File: src/design/unique_id_bitmap_allocator_defines.svh
// Assertion helpers for the ID allocator.
`ifndef UNIQUE_ID_BITMAP_ALLOCATOR_DEFINES_SVH
`define UNIQUE_ID_BITMAP_ALLOCATOR_DEFINES_SVH

// Same-cycle implication, checked out of reset.
`define UBMA_ASSERT_IMP(lbl, clk, rst_n, ante, cons, msg) \
    lbl: assert property (@(posedge clk) disable iff (!rst_n) (ante) |-> (cons)) \
        else $error(msg);

// Next-cycle implication, checked out of reset.
`define UBMA_ASSERT_NXT(lbl, clk, rst_n, ante, cons, msg) \
    lbl: assert property (@(posedge clk) disable iff (!rst_n) (ante) |=> (cons)) \
        else $error(msg);

`endif

File: src/design/ubma_pkg.sv
package ubma_pkg;

    localparam int unsigned ID_W         = 28;
    localparam logic [ID_W:0] ID_SPAN    = 29'h1000_0000;
    localparam logic [ID_W-1:0] BASE_MIN = 28'h000_0001;
    localparam int unsigned DEF_POOL_IDS = 4096;

    localparam logic FUNC_ALLOC = 1'b0;
    localparam logic FUNC_FREE  = 1'b1;

    localparam logic [1:0] ST_DONE  = 2'd0;
    localparam logic [1:0] ST_FULL  = 2'd1;
    localparam logic [1:0] ST_RANGE = 2'd2;

    typedef struct packed {
        logic            func;
        logic [ID_W-1:0] number;
    } t_req;

    typedef struct packed {
        logic [1:0]      status;
        logic [ID_W-1:0] alloc_number;
        logic            number_valid;
    } t_rsp;

    // log2 of the bitmap word width: 64-bit words, 8-bit for tiny pools
    function automatic int unsigned word_lg(input int unsigned pool);
        return (pool >= 64) ? 6 : 3;
    endfunction

    function automatic int unsigned word_count(input int unsigned pool);
        return (pool + (1 << word_lg(pool)) - 1) >> word_lg(pool);
    endfunction

    function automatic int unsigned addr_bits(input int unsigned n);
        return (n > 1) ? $clog2(n) : 1;
    endfunction

endpackage

File: src/design/ubma_ram.sv
module ubma_ram #(
    parameter int unsigned DEPTH = 64,
    parameter int unsigned WIDTH = 64,
    parameter int unsigned AW    = 6
) (
    input  logic             i_clk,
    input  logic             i_we,
    input  logic [AW-1:0]    i_waddr,
    input  logic [WIDTH-1:0] i_wdata,
    input  logic             i_re,
    input  logic [AW-1:0]    i_raddr,
    output logic [WIDTH-1:0] o_rdata
);

    logic [WIDTH-1:0] r_mem [DEPTH];
    logic [WIDTH-1:0] r_rdata;

    always_ff @(posedge i_clk) begin
        if (i_we) begin
            r_mem[i_waddr] <= i_wdata;
        end
    end

    always_ff @(posedge i_clk) begin
        if (i_re) begin
            r_rdata <= r_mem[i_raddr];
        end
    end

    assign o_rdata = r_rdata;

endmodule

File: src/design/ubma_scan.sv
module ubma_scan #(
    parameter int unsigned POOL_IDS = 4096
) (
    input  logic [(1 << ubma_pkg::word_lg(POOL_IDS))-1:0]                  i_data,
    input  logic [ubma_pkg::addr_bits(ubma_pkg::word_count(POOL_IDS))-1:0] i_word,
    input  logic [$clog2(ubma_pkg::word_count(POOL_IDS) + 2)-1:0]          i_step,
    input  logic [ubma_pkg::word_lg(POOL_IDS)-1:0]                         i_start_bit,
    input  logic [$clog2(POOL_IDS + 1)-1:0]                                i_usable,
    output logic                                                           o_hit,
    output logic [ubma_pkg::word_lg(POOL_IDS)-1:0]                         o_bit,
    output logic [(1 << ubma_pkg::word_lg(POOL_IDS))-1:0]                  o_set_data
);
    import ubma_pkg::*;

    localparam int unsigned LG     = word_lg(POOL_IDS);
    localparam int unsigned W      = 1 << LG;
    localparam int unsigned NW     = word_count(POOL_IDS);
    localparam int unsigned WA_W   = addr_bits(NW);
    localparam int unsigned STEP_W = $clog2(NW + 2);
    localparam int unsigned CNT_W  = $clog2(POOL_IDS + 1);
    localparam int unsigned SLOT_W = WA_W + LG;
    localparam int unsigned CW     = ((CNT_W > SLOT_W) ? CNT_W : SLOT_W) + 1;

    logic [CW-1:0] usable_ext;
    logic [CW-1:0] base_ext;
    logic [W-1:0]  umask;
    logic [W-1:0]  pmask;
    logic [W-1:0]  cand;

    // umask: slot inside the usable pool; pmask: first pass takes bits at or
    // above the start bit, the wrap pass over the same word the bits below
    always_comb begin
        usable_ext = CW'(i_usable);
        base_ext   = CW'({i_word, {LG{1'b0}}});
        for (int b = 0; b < W; b++) begin
            umask[b] = (base_ext + CW'(b)) < usable_ext;
            if (i_step == '0) begin
                pmask[b] = LG'(b) >= i_start_bit;
            end else if (i_step == STEP_W'(NW)) begin
                pmask[b] = LG'(b) < i_start_bit;
            end else begin
                pmask[b] = 1'b1;
            end
        end
        cand = ~i_data & umask & pmask;
    end

    always_comb begin
        o_bit = '0;
        for (int b = W - 1; b >= 0; b--) begin
            if (cand[b]) begin
                o_bit = LG'(b);
            end
        end
    end

    assign o_hit      = |cand;
    assign o_set_data = i_data | (cand & (~cand + W'(1)));

endmodule

File: src/design/unique_id_bitmap_allocator.sv
// Channel   | Direction | Handshake            | Payload
// request   | in        | start & !busy        | i_req  (func, number)
// result    | out       | o_done, one cycle    | o_rsp  (status, alloc_number, number_valid)
// config    | in        | i_cfg_valid & ready  | i_cfg_data (reserved_base)
//
// Bitmap held in NW = ceil(POOL_IDS/W) words of W = 64 bits (8 below 64 ids; 4096 ids: 64 words), one
// read port; the scan reads one word per cycle, pipelined against the evaluate.
// Allocate: S_SCAN reads from the word of the last allocated id; a hit goes on to S_WRITE, full ends the scan.
// Free: S_CHECK reads the word, S_FREE_WR clears the bit; out of range ends in S_CHECK. Result strobe follows.
// After reset a clearing pass zeroes the bitmap word by word with busy high.
// Results cannot be held off; o_cfg_ready is always high.
module unique_id_bitmap_allocator #(
    parameter int unsigned POOL_IDS = ubma_pkg::DEF_POOL_IDS
) (
    input  logic                       i_clk,
    input  logic                       i_rst_n,
    input  logic                       start,
    output logic                       busy,
    input  ubma_pkg::t_req             i_req,
    output logic                       o_done,
    output ubma_pkg::t_rsp             o_rsp,
    input  logic                       i_cfg_valid,
    output logic                       o_cfg_ready,
    input  logic [ubma_pkg::ID_W-1:0]  i_cfg_data
);
    import ubma_pkg::*;

    localparam int unsigned LG     = word_lg(POOL_IDS);
    localparam int unsigned W      = 1 << LG;
    localparam int unsigned NW     = word_count(POOL_IDS);
    localparam int unsigned WA_W   = addr_bits(NW);
    localparam int unsigned STEP_W = $clog2(NW + 2);
    localparam int unsigned CNT_W  = $clog2(POOL_IDS + 1);
    localparam int unsigned SLOT_W = WA_W + LG;

    localparam logic [2:0] S_CLEAR   = 3'd0;
    localparam logic [2:0] S_IDLE    = 3'd1;
    localparam logic [2:0] S_SCAN    = 3'd2;
    localparam logic [2:0] S_WRITE   = 3'd3;
    localparam logic [2:0] S_CHECK   = 3'd4;
    localparam logic [2:0] S_FREE_WR = 3'd5;

    logic [2:0]        r_state;
    logic [ID_W-1:0]   r_base;
    logic [CNT_W-1:0]  r_usable;
    logic [CNT_W-1:0]  n_usable;
    logic [SLOT_W-1:0] r_search;
    logic [ID_W-1:0]   r_number;
    logic              r_nvalid;
    logic [WA_W-1:0]   r_rd_word;
    logic [STEP_W-1:0] r_rd_step;
    logic              r_ev_vld;
    logic [WA_W-1:0]   r_ev_word;
    logic [STEP_W-1:0] r_ev_step;
    logic [WA_W-1:0]   r_hit_word;
    logic [LG-1:0]     r_hit_bit;
    logic [W-1:0]      r_wdata;
    logic [WA_W-1:0]   r_clr_word;
    logic              r_done;
    t_rsp              r_rsp;

    logic [ID_W:0]     room;
    logic [ID_W-1:0]   off;
    logic              in_range;
    logic              accept;
    logic              rd_issue;
    logic              mem_we;
    logic [WA_W-1:0]   mem_waddr;
    logic [W-1:0]      mem_wdata;
    logic              mem_re;
    logic [WA_W-1:0]   mem_raddr;
    logic [W-1:0]      mem_rdata;
    logic              hit;
    logic [LG-1:0]     hit_bit;
    logic [W-1:0]      set_data;

    assign busy        = (r_state != S_IDLE);
    assign accept      = start && !busy;
    assign o_cfg_ready = 1'b1;
    assign o_done      = r_done;
    assign o_rsp       = r_rsp;

    // usable slots = min(POOL_IDS, 2^28 - base); the user must move base only while idle, the block does not enforce it
    assign room     = ID_SPAN - {1'b0, r_base};
    assign n_usable = (room < (ID_W + 1)'(POOL_IDS)) ? CNT_W'(room) : CNT_W'(POOL_IDS);

    assign off      = r_number - r_base;
    assign in_range = r_nvalid && (off < ID_W'(r_usable));

    // one word read per scan step: first word, the others, first word again
    assign rd_issue = (r_state == S_SCAN) && (r_rd_step <= STEP_W'(NW));

    // one request at a time and the write lands before the next read, so no
    // two accesses to a word overlap
    always_comb begin
        mem_we    = 1'b0;
        mem_waddr = r_hit_word;
        mem_wdata = r_wdata;
        case (r_state)
            S_CLEAR: begin
                mem_we    = 1'b1;
                mem_waddr = r_clr_word;
                mem_wdata = '0;
            end
            S_WRITE: begin
                mem_we = 1'b1;
            end
            S_FREE_WR: begin
                mem_we    = 1'b1;
                mem_wdata = mem_rdata & ~(W'(1) << r_hit_bit);
            end
            default: begin
                mem_we = 1'b0;
            end
        endcase
    end

    assign mem_re    = rd_issue || ((r_state == S_CHECK) && in_range);
    assign mem_raddr = (r_state == S_CHECK) ? off[SLOT_W-1:LG] : r_rd_word;

    ubma_ram #(
        .DEPTH (NW),
        .WIDTH (W),
        .AW    (WA_W)
    ) u_ram (
        .i_clk   (i_clk),
        .i_we    (mem_we),
        .i_waddr (mem_waddr),
        .i_wdata (mem_wdata),
        .i_re    (mem_re),
        .i_raddr (mem_raddr),
        .o_rdata (mem_rdata)
    );

    ubma_scan #(
        .POOL_IDS (POOL_IDS)
    ) u_scan (
        .i_data      (mem_rdata),
        .i_word      (r_ev_word),
        .i_step      (r_ev_step),
        .i_start_bit (r_search[LG-1:0]),
        .i_usable    (r_usable),
        .o_hit       (hit),
        .o_bit       (hit_bit),
        .o_set_data  (set_data)
    );

    always_ff @(posedge i_clk) begin
        if (!i_rst_n) begin
            r_state    <= S_CLEAR;
            r_clr_word <= '0;
            r_base     <= BASE_MIN;
            r_usable   <= CNT_W'(POOL_IDS);
            r_search   <= '0;
            r_ev_vld   <= 1'b0;
            r_rd_step  <= '0;
            r_done     <= 1'b0;
        end else begin
            r_usable <= n_usable;
            r_done   <= 1'b0;
            if (i_cfg_valid) begin
                r_base <= (i_cfg_data == '0) ? BASE_MIN : i_cfg_data;
            end
            case (r_state)
                S_CLEAR: begin
                    r_clr_word <= r_clr_word + WA_W'(1);
                    if (r_clr_word == WA_W'(NW - 1)) begin
                        r_state <= S_IDLE;
                    end
                end
                S_IDLE: begin
                    if (accept) begin
                        r_number  <= i_req.number;
                        r_nvalid  <= (i_req.number >= r_base);
                        r_rd_word <= r_search[SLOT_W-1:LG];
                        r_rd_step <= '0;
                        r_ev_vld  <= 1'b0;
                        r_state   <= (i_req.func == FUNC_ALLOC) ? S_SCAN : S_CHECK;
                    end
                end
                S_SCAN: begin
                    if (rd_issue) begin
                        r_ev_vld  <= 1'b1;
                        r_ev_word <= r_rd_word;
                        r_ev_step <= r_rd_step;
                        r_rd_step <= r_rd_step + STEP_W'(1);
                        r_rd_word <= (r_rd_word == WA_W'(NW - 1)) ? '0
                                                                  : r_rd_word + WA_W'(1);
                    end else begin
                        r_ev_vld <= 1'b0;
                    end
                    if (r_ev_vld) begin
                        if (hit) begin
                            r_hit_word <= r_ev_word;
                            r_hit_bit  <= hit_bit;
                            r_wdata    <= set_data;
                            r_state    <= S_WRITE;
                        end else if (r_ev_step == STEP_W'(NW)) begin
                            r_done  <= 1'b1;
                            r_rsp   <= '{status: ST_FULL, alloc_number: '0,
                                         number_valid: r_nvalid};
                            r_state <= S_IDLE;
                        end
                    end
                end
                S_WRITE: begin
                    r_search <= {r_hit_word, r_hit_bit};
                    r_done   <= 1'b1;
                    r_rsp    <= '{status: ST_DONE,
                                  alloc_number: r_base + ID_W'({r_hit_word, r_hit_bit}),
                                  number_valid: r_nvalid};
                    r_state  <= S_IDLE;
                end
                S_CHECK: begin
                    if (in_range) begin
                        r_hit_word <= off[SLOT_W-1:LG];
                        r_hit_bit  <= off[LG-1:0];
                        r_state    <= S_FREE_WR;
                    end else begin
                        r_done  <= 1'b1;
                        r_rsp   <= '{status: ST_RANGE, alloc_number: '0,
                                     number_valid: r_nvalid};
                        r_state <= S_IDLE;
                    end
                end
                S_FREE_WR: begin
                    r_done  <= 1'b1;
                    r_rsp   <= '{status: ST_DONE, alloc_number: '0,
                                 number_valid: r_nvalid};
                    r_state <= S_IDLE;
                end
                default: begin
                    r_state <= S_IDLE;
                end
            endcase
        end
    end

`include "unique_id_bitmap_allocator_defines.svh"

    `UBMA_ASSERT_NXT(a_accept_busy, i_clk, i_rst_n, start && !busy, busy, "request accepted but busy stayed low")
    `UBMA_ASSERT_IMP(a_done_idle, i_clk, i_rst_n, o_done, !busy, "result strobe while still busy")
    `UBMA_ASSERT_IMP(a_fail_zero, i_clk, i_rst_n, o_done && (o_rsp.status != ST_DONE), o_rsp.alloc_number == '0, "failed request returned an id")
    `UBMA_ASSERT_IMP(a_status_code, i_clk, i_rst_n, o_done, (o_rsp.status == ST_DONE) || (o_rsp.status == ST_FULL) || (o_rsp.status == ST_RANGE), "illegal status code")

endmodule
File: config.mk
export PLATFORM = sky130hd
export DESIGN_NAME = unique_id_bitmap_allocator
export DESIGN_NICKNAME = d
export VERILOG_FILES = /design/src/design/ubma_pkg.sv /design/src/design/ubma_ram.sv /design/src/design/ubma_scan.sv /design/src/design/unique_id_bitmap_allocator.sv
export VERILOG_INCLUDE_DIRS = /design/src /design/src/design
export SDC_FILE = /design/constraint.sdc
export NUM_CORES = 2
export LEC_CHECK = 0
export ABC_AREA = 0
export CAP_MARGIN = 10
export CORE_ASPECT_RATIO = 0.9
export CORE_MARGIN = 4
export CORE_UTILIZATION = 50
export CTS_CLUSTER_DIAMETER = 200
export CTS_CLUSTER_SIZE = 16
export DETAILED_ROUTE_END_ITERATION = 6
export DONT_BUFFER_PORTS = 1
export PLACE_DENSITY = 0.74
export SLEW_MARGIN = 20
export SYNTH_ARGS = -nofsm -noshare
export SYNTH_HDL_FRONTEND = slang
export SYNTH_HIERARCHICAL = 1
export SYNTH_SLANG_ARGS = --single-unit
File: constraint.sdc
create_clock -name i_clk -period 19.4 [get_ports i_clk]
set_input_delay 1.94 -clock i_clk [delete_from_list [all_inputs] [get_ports i_clk]]
set_output_delay 1.94 -clock i_clk [all_outputs]
set_load 0.005 [all_outputs]
==> run_results.csv <==
group,metric,value,unit
logic_synthesis,yosys-mux-area-fraction,14.1,%
timing,fmax,134,MHz
layout,fin_cells,13376,
route,antenna_left,0,
layout,nets,8804,
route,post_drt_wl_per_cell,40.7,um
logic_synthesis,yosys_warnings,6,
floorplanning,io_pins,95,
floorplanning,start_util,50.3,%
clocking,cts_root_buf,"clkbuf_16",
clocking,post_cts_buffers,0,
grt,grt_start_max_net_pins,132,
critical_path,cp_max_fo,36,
clocking,path_clk_slew,0.08,ns
timing,period_needed,7.45,ns
clocking,cts_tree,"yes",
placement,portBuffers,0,
clocking,cts_num_sinks,4386,
timing,fin_crit_sh,38.4,%
grt,first_global_vias,92143,
critical_path,startpoint,"r_base[2]$_SDFFE_PN0P_",
clocking,cts.path.max_buffers,4,
critical_path,crit_path_end,"u_ram/o_rdata[3]$_DFFE_PP_",
critical_path,end_kind,"register",
floorplanning,die_y,568,um
layout,syn2layout_area_growth,8.88,%
timing,tightest_slew,1.40,ns
layout,fin_util,54.7,%
power,p_leak,61.8,nW
floorplanning,num_rows,205,
floorplanning,die_w,630,um
logic_synthesis,postSynthCellCount,8557,
clocking,hold_buffers,0,
logic_synthesis,synth_edf_count,4315,
route,drtIter0Drc,17298,
route,drt-total-wl,545000,um
logic_synthesis,synth-seq-cells,4386,
layout,layout-drive-gt1-share,21.5,%
grt,grt_pass1_wl,751000,um
logic_synthesis,yosys.area.top_type,"edfxtp_1",
power,peakVddDrop,0.0706,mV
critical_path,r2r-end,"u_ram/o_rdata[3]$_DFFE_PP_",
hold_path,hold_depth,2,
timing,setup_viol,0,
floorplanning,core_area,0.347,mm2
placement,placed_area,0.181,mm2
timing,rsz0062_at_grt,"false",
timing,slew_viol_final,0,
logic_synthesis,synth-xor-area-share,0.432,%
critical_path,worstPathRequired,19.94,ns
logic_synthesis,ys.flop_type,"edfxtp_1",
power,p_per_area,87.2,mW/mm2
timing,slew_headroom,6.65,%
logic_synthesis,synth-seq-area-share,75.1,%
layout,fin_area,0.190,mm2
route,wirelength_met1,193000,um
job,max_cap_violations,0,
grt,overflow,0,
logic_synthesis,postSynth.asyncResetShare,0,%
logic_synthesis,synth_top_family_by_area,"multiplexers",
timing,skew,0.114,ns
clocking,cts_buffers,312,
logic_synthesis,synth-simple-area-share,3.04,%
route,wl_met3,76400,um
clocking,clk_latency,0.99,ns
critical_path,path_class,"register to register",
logic_synthesis,syn_nets,8711,
logic_synthesis,synth-compound-area-share,5.06,%
logic_synthesis,synth.avg_cell_area,20.4,um2
timing,setup_tns,0,ns
route,highest_layer,"met5",
critical_path,ff2ff_setup_slack,11.95,ns
critical_path,r2r_start,"r_base[2]$_SDFFE_PN0P_",
critical_path,cpMaxStageDelayCell,"buf_4",
logic_synthesis,syn_area,0.174,mm2
route,drc,0,
clocking,cts_resized,0,
logic_synthesis,synth_fa_ha_area_share,0.676,%
logic_synthesis,synth.top_cell.area_share,74.3,%
floorplanning,dieArea,0.358,mm2
critical_path,r2r_cells,19,
route,met2RoutedLength,247000,um
route,via_per_inst,7.21,
critical_path,path_cells,"inv_1 -> ha_1 -> a21oi_1 -> nand2_1 -> a31oi_1 -> o21ai_0 -> xnor2_1 -> inv_1 -> ha_1 -> nand4_1 -> o21ai_0 -> o311ai_0 -> o2111ai_1 -> a2111o_1 -> or4_1 -> a2111o_1 -> o21ai_4 -> buf_4 -> buf_4",
hold_path,min_path_type,"register to register",
outcome,outcome,"finished, final reports clean",
logic_synthesis,netlist_top_cells_area,"edfxtp_1 74%, mux4_2 13%, a22oi_1 1.1%, dfxtp_1 0.82%, mux2i_1 0.79%",
timing,holdWs,0.465,ns
critical_path,cp.arrival,8.00,ns
placement,routabilityCongestion,1.01,
clocking,htreeDepth,5,
route,drt_pre_antenna_iters,6,
timing,hold_viol,0,
critical_path,startpoint_type,"register",
logic_synthesis,yosys.cell_types.count,109,
placement,dp_hpwl,293000,um
grt,grt.total_usage,30.0,%
route,vias,96420,
grt,grt_antenna_before_repair,30,
placement,dp_cells,12991,
hold_path,hold_start,"r_search[10]$_SDFFE_PN0N_",
critical_path,slowest_delay,0.97,ns
## where the power goes
group          internal [W]  total, W  switching (W)  leakage, nW
clock network       0.00293   0.00604        0.00311         4.11
registers            0.0103    0.0103      0.0000200         42.6
logic             0.0000583  0.000193       0.000135         15.1
## metal layers
metal,track usage (%),vias to the layer above
met2,44.8,8369
met4,13.3,8
met3,8.65,1406
met5,0.187,-
met1,41.3,50559
li1,-,36078
## cells in the mapped netlist, types with 27 or more instances
master	number
nand3_1	186
o211ai_1	27
and2_1	30
nand4_1	46
ha_1	91
nor2b_1	27
nand2b_1	30
nand3b_1	28
o211a_1	72
nand2_1	221
nor4_1	37
o221ai_1	48
o21ai_0	89
a21oi_1	116
a32o_1	64
xnor2_1	64
mux4_2	1024
inv_1	88
buf_2	156
a22oi_1	258
mux2i_1	137
buf_4	52
o22ai_1	128
buf_1	50
edfxtp_1	4315
a21o_1	48
clkbuf_1	219
dfxtp_1	71
a211oi_1	91
nor2_1	271
nor3_1	49
## cells by family (layout without fill, tap and decap cells)
| family | Yosys count | count (layout) |
|---|---|---|
| AOI/OAI and AO/OA | 1180 | 1180 |
| muxes | 1168 | 1168 |
| and+or+nand+nor | 1053 | 1053 |
| xor gates and xnor gates | 86 | 86 |
| DFF | 4386 | 4386 |
| adders and majority gates | 93 | 93 |
| other | 1 | 26 |
| buffers and inverters | 590 | 727 |
## layout make-up
class                      instances  area, um2
fill                           25355     157000
multi-input combinational       3581      41800
clock inverter                    25        500
timing repair buffer             277       2370
inverter                          92        345
antenna                           25       62.6
tap                             4657       5830
sequential                      4386     131000
clock buffer                     333       7950
## placed cells by master (no fill, tap or decap), drive strengths merged, types with 40 or more instances in the layout
cell type,count
nor3,51
edfxtp,4315
o221ai,48
nor2,273
xnor2,64
nand4,47
o211a,72
nor4,40
ha,91
a21oi,117
clkbuf,333
nand2,221
buf,277
dfxtp,71
o22ai,128
a21o,49
a211oi,91
o21ai,99
inv,98
mux4,1024
a22oi,259
nand3,187
mux2i,137
a32o,64
## critical path: cells and delay by family (launching register included)
kind                       cells  cell delay, ns
xor gates and xnor gates       1            0.53
AOI/OAI and AO/OA              9            2.73
and+or+nand+nor                3            0.74
DFF                            1            0.44
adders and majority gates      2            0.68
buffers and inverters          4            1.85
## sequential cells by signal, indices dropped and copies added, names as in the netlist
register / cells
r_hit_bit: 6
r_ev_vld: 1
u_ram/r_mem: 4096
r_nvalid: 1
u_ram/o_rdata: 64
r_base: 28
r_number: 28
r_clr_word: 6
r_search: 12
r_hit_word: 6
r_ev_word: 6
o_done: 1
o_rsp: 31
r_wdata: 64
r_rd_step: 7
r_ev_step: 7
r_usable: 13
r_rd_word: 6
r_state: 3
## through the flow
step	worst slack, ns	power (W)
6_report	11.95	0.0166
5_1_grt	11.25	0.0170
4_1_cts	11.81	0.0166
3_5_place_dp	11.78	0.0107
3_3_place_gp	11.80	0.0107
2_1_floorplan	12.00	0.0106
## how the worst min path moves through the flow
| stage | end |
|---|---|
| finish | r_search[10]$_SDFFE_PN0N_ |
| global route | r_search[10]$_SDFFE_PN0N_ |
| CTS | r_search[10]$_SDFFE_PN0N_ |
| detailed placement | r_search[10]$_SDFFE_PN0N_ |
| global placement | r_search[10]$_SDFFE_PN0N_ |
| floorplan | o_rsp[0]$_DFFE_PP_ |
No activity file was read; power rests on OpenSTA's default activity.
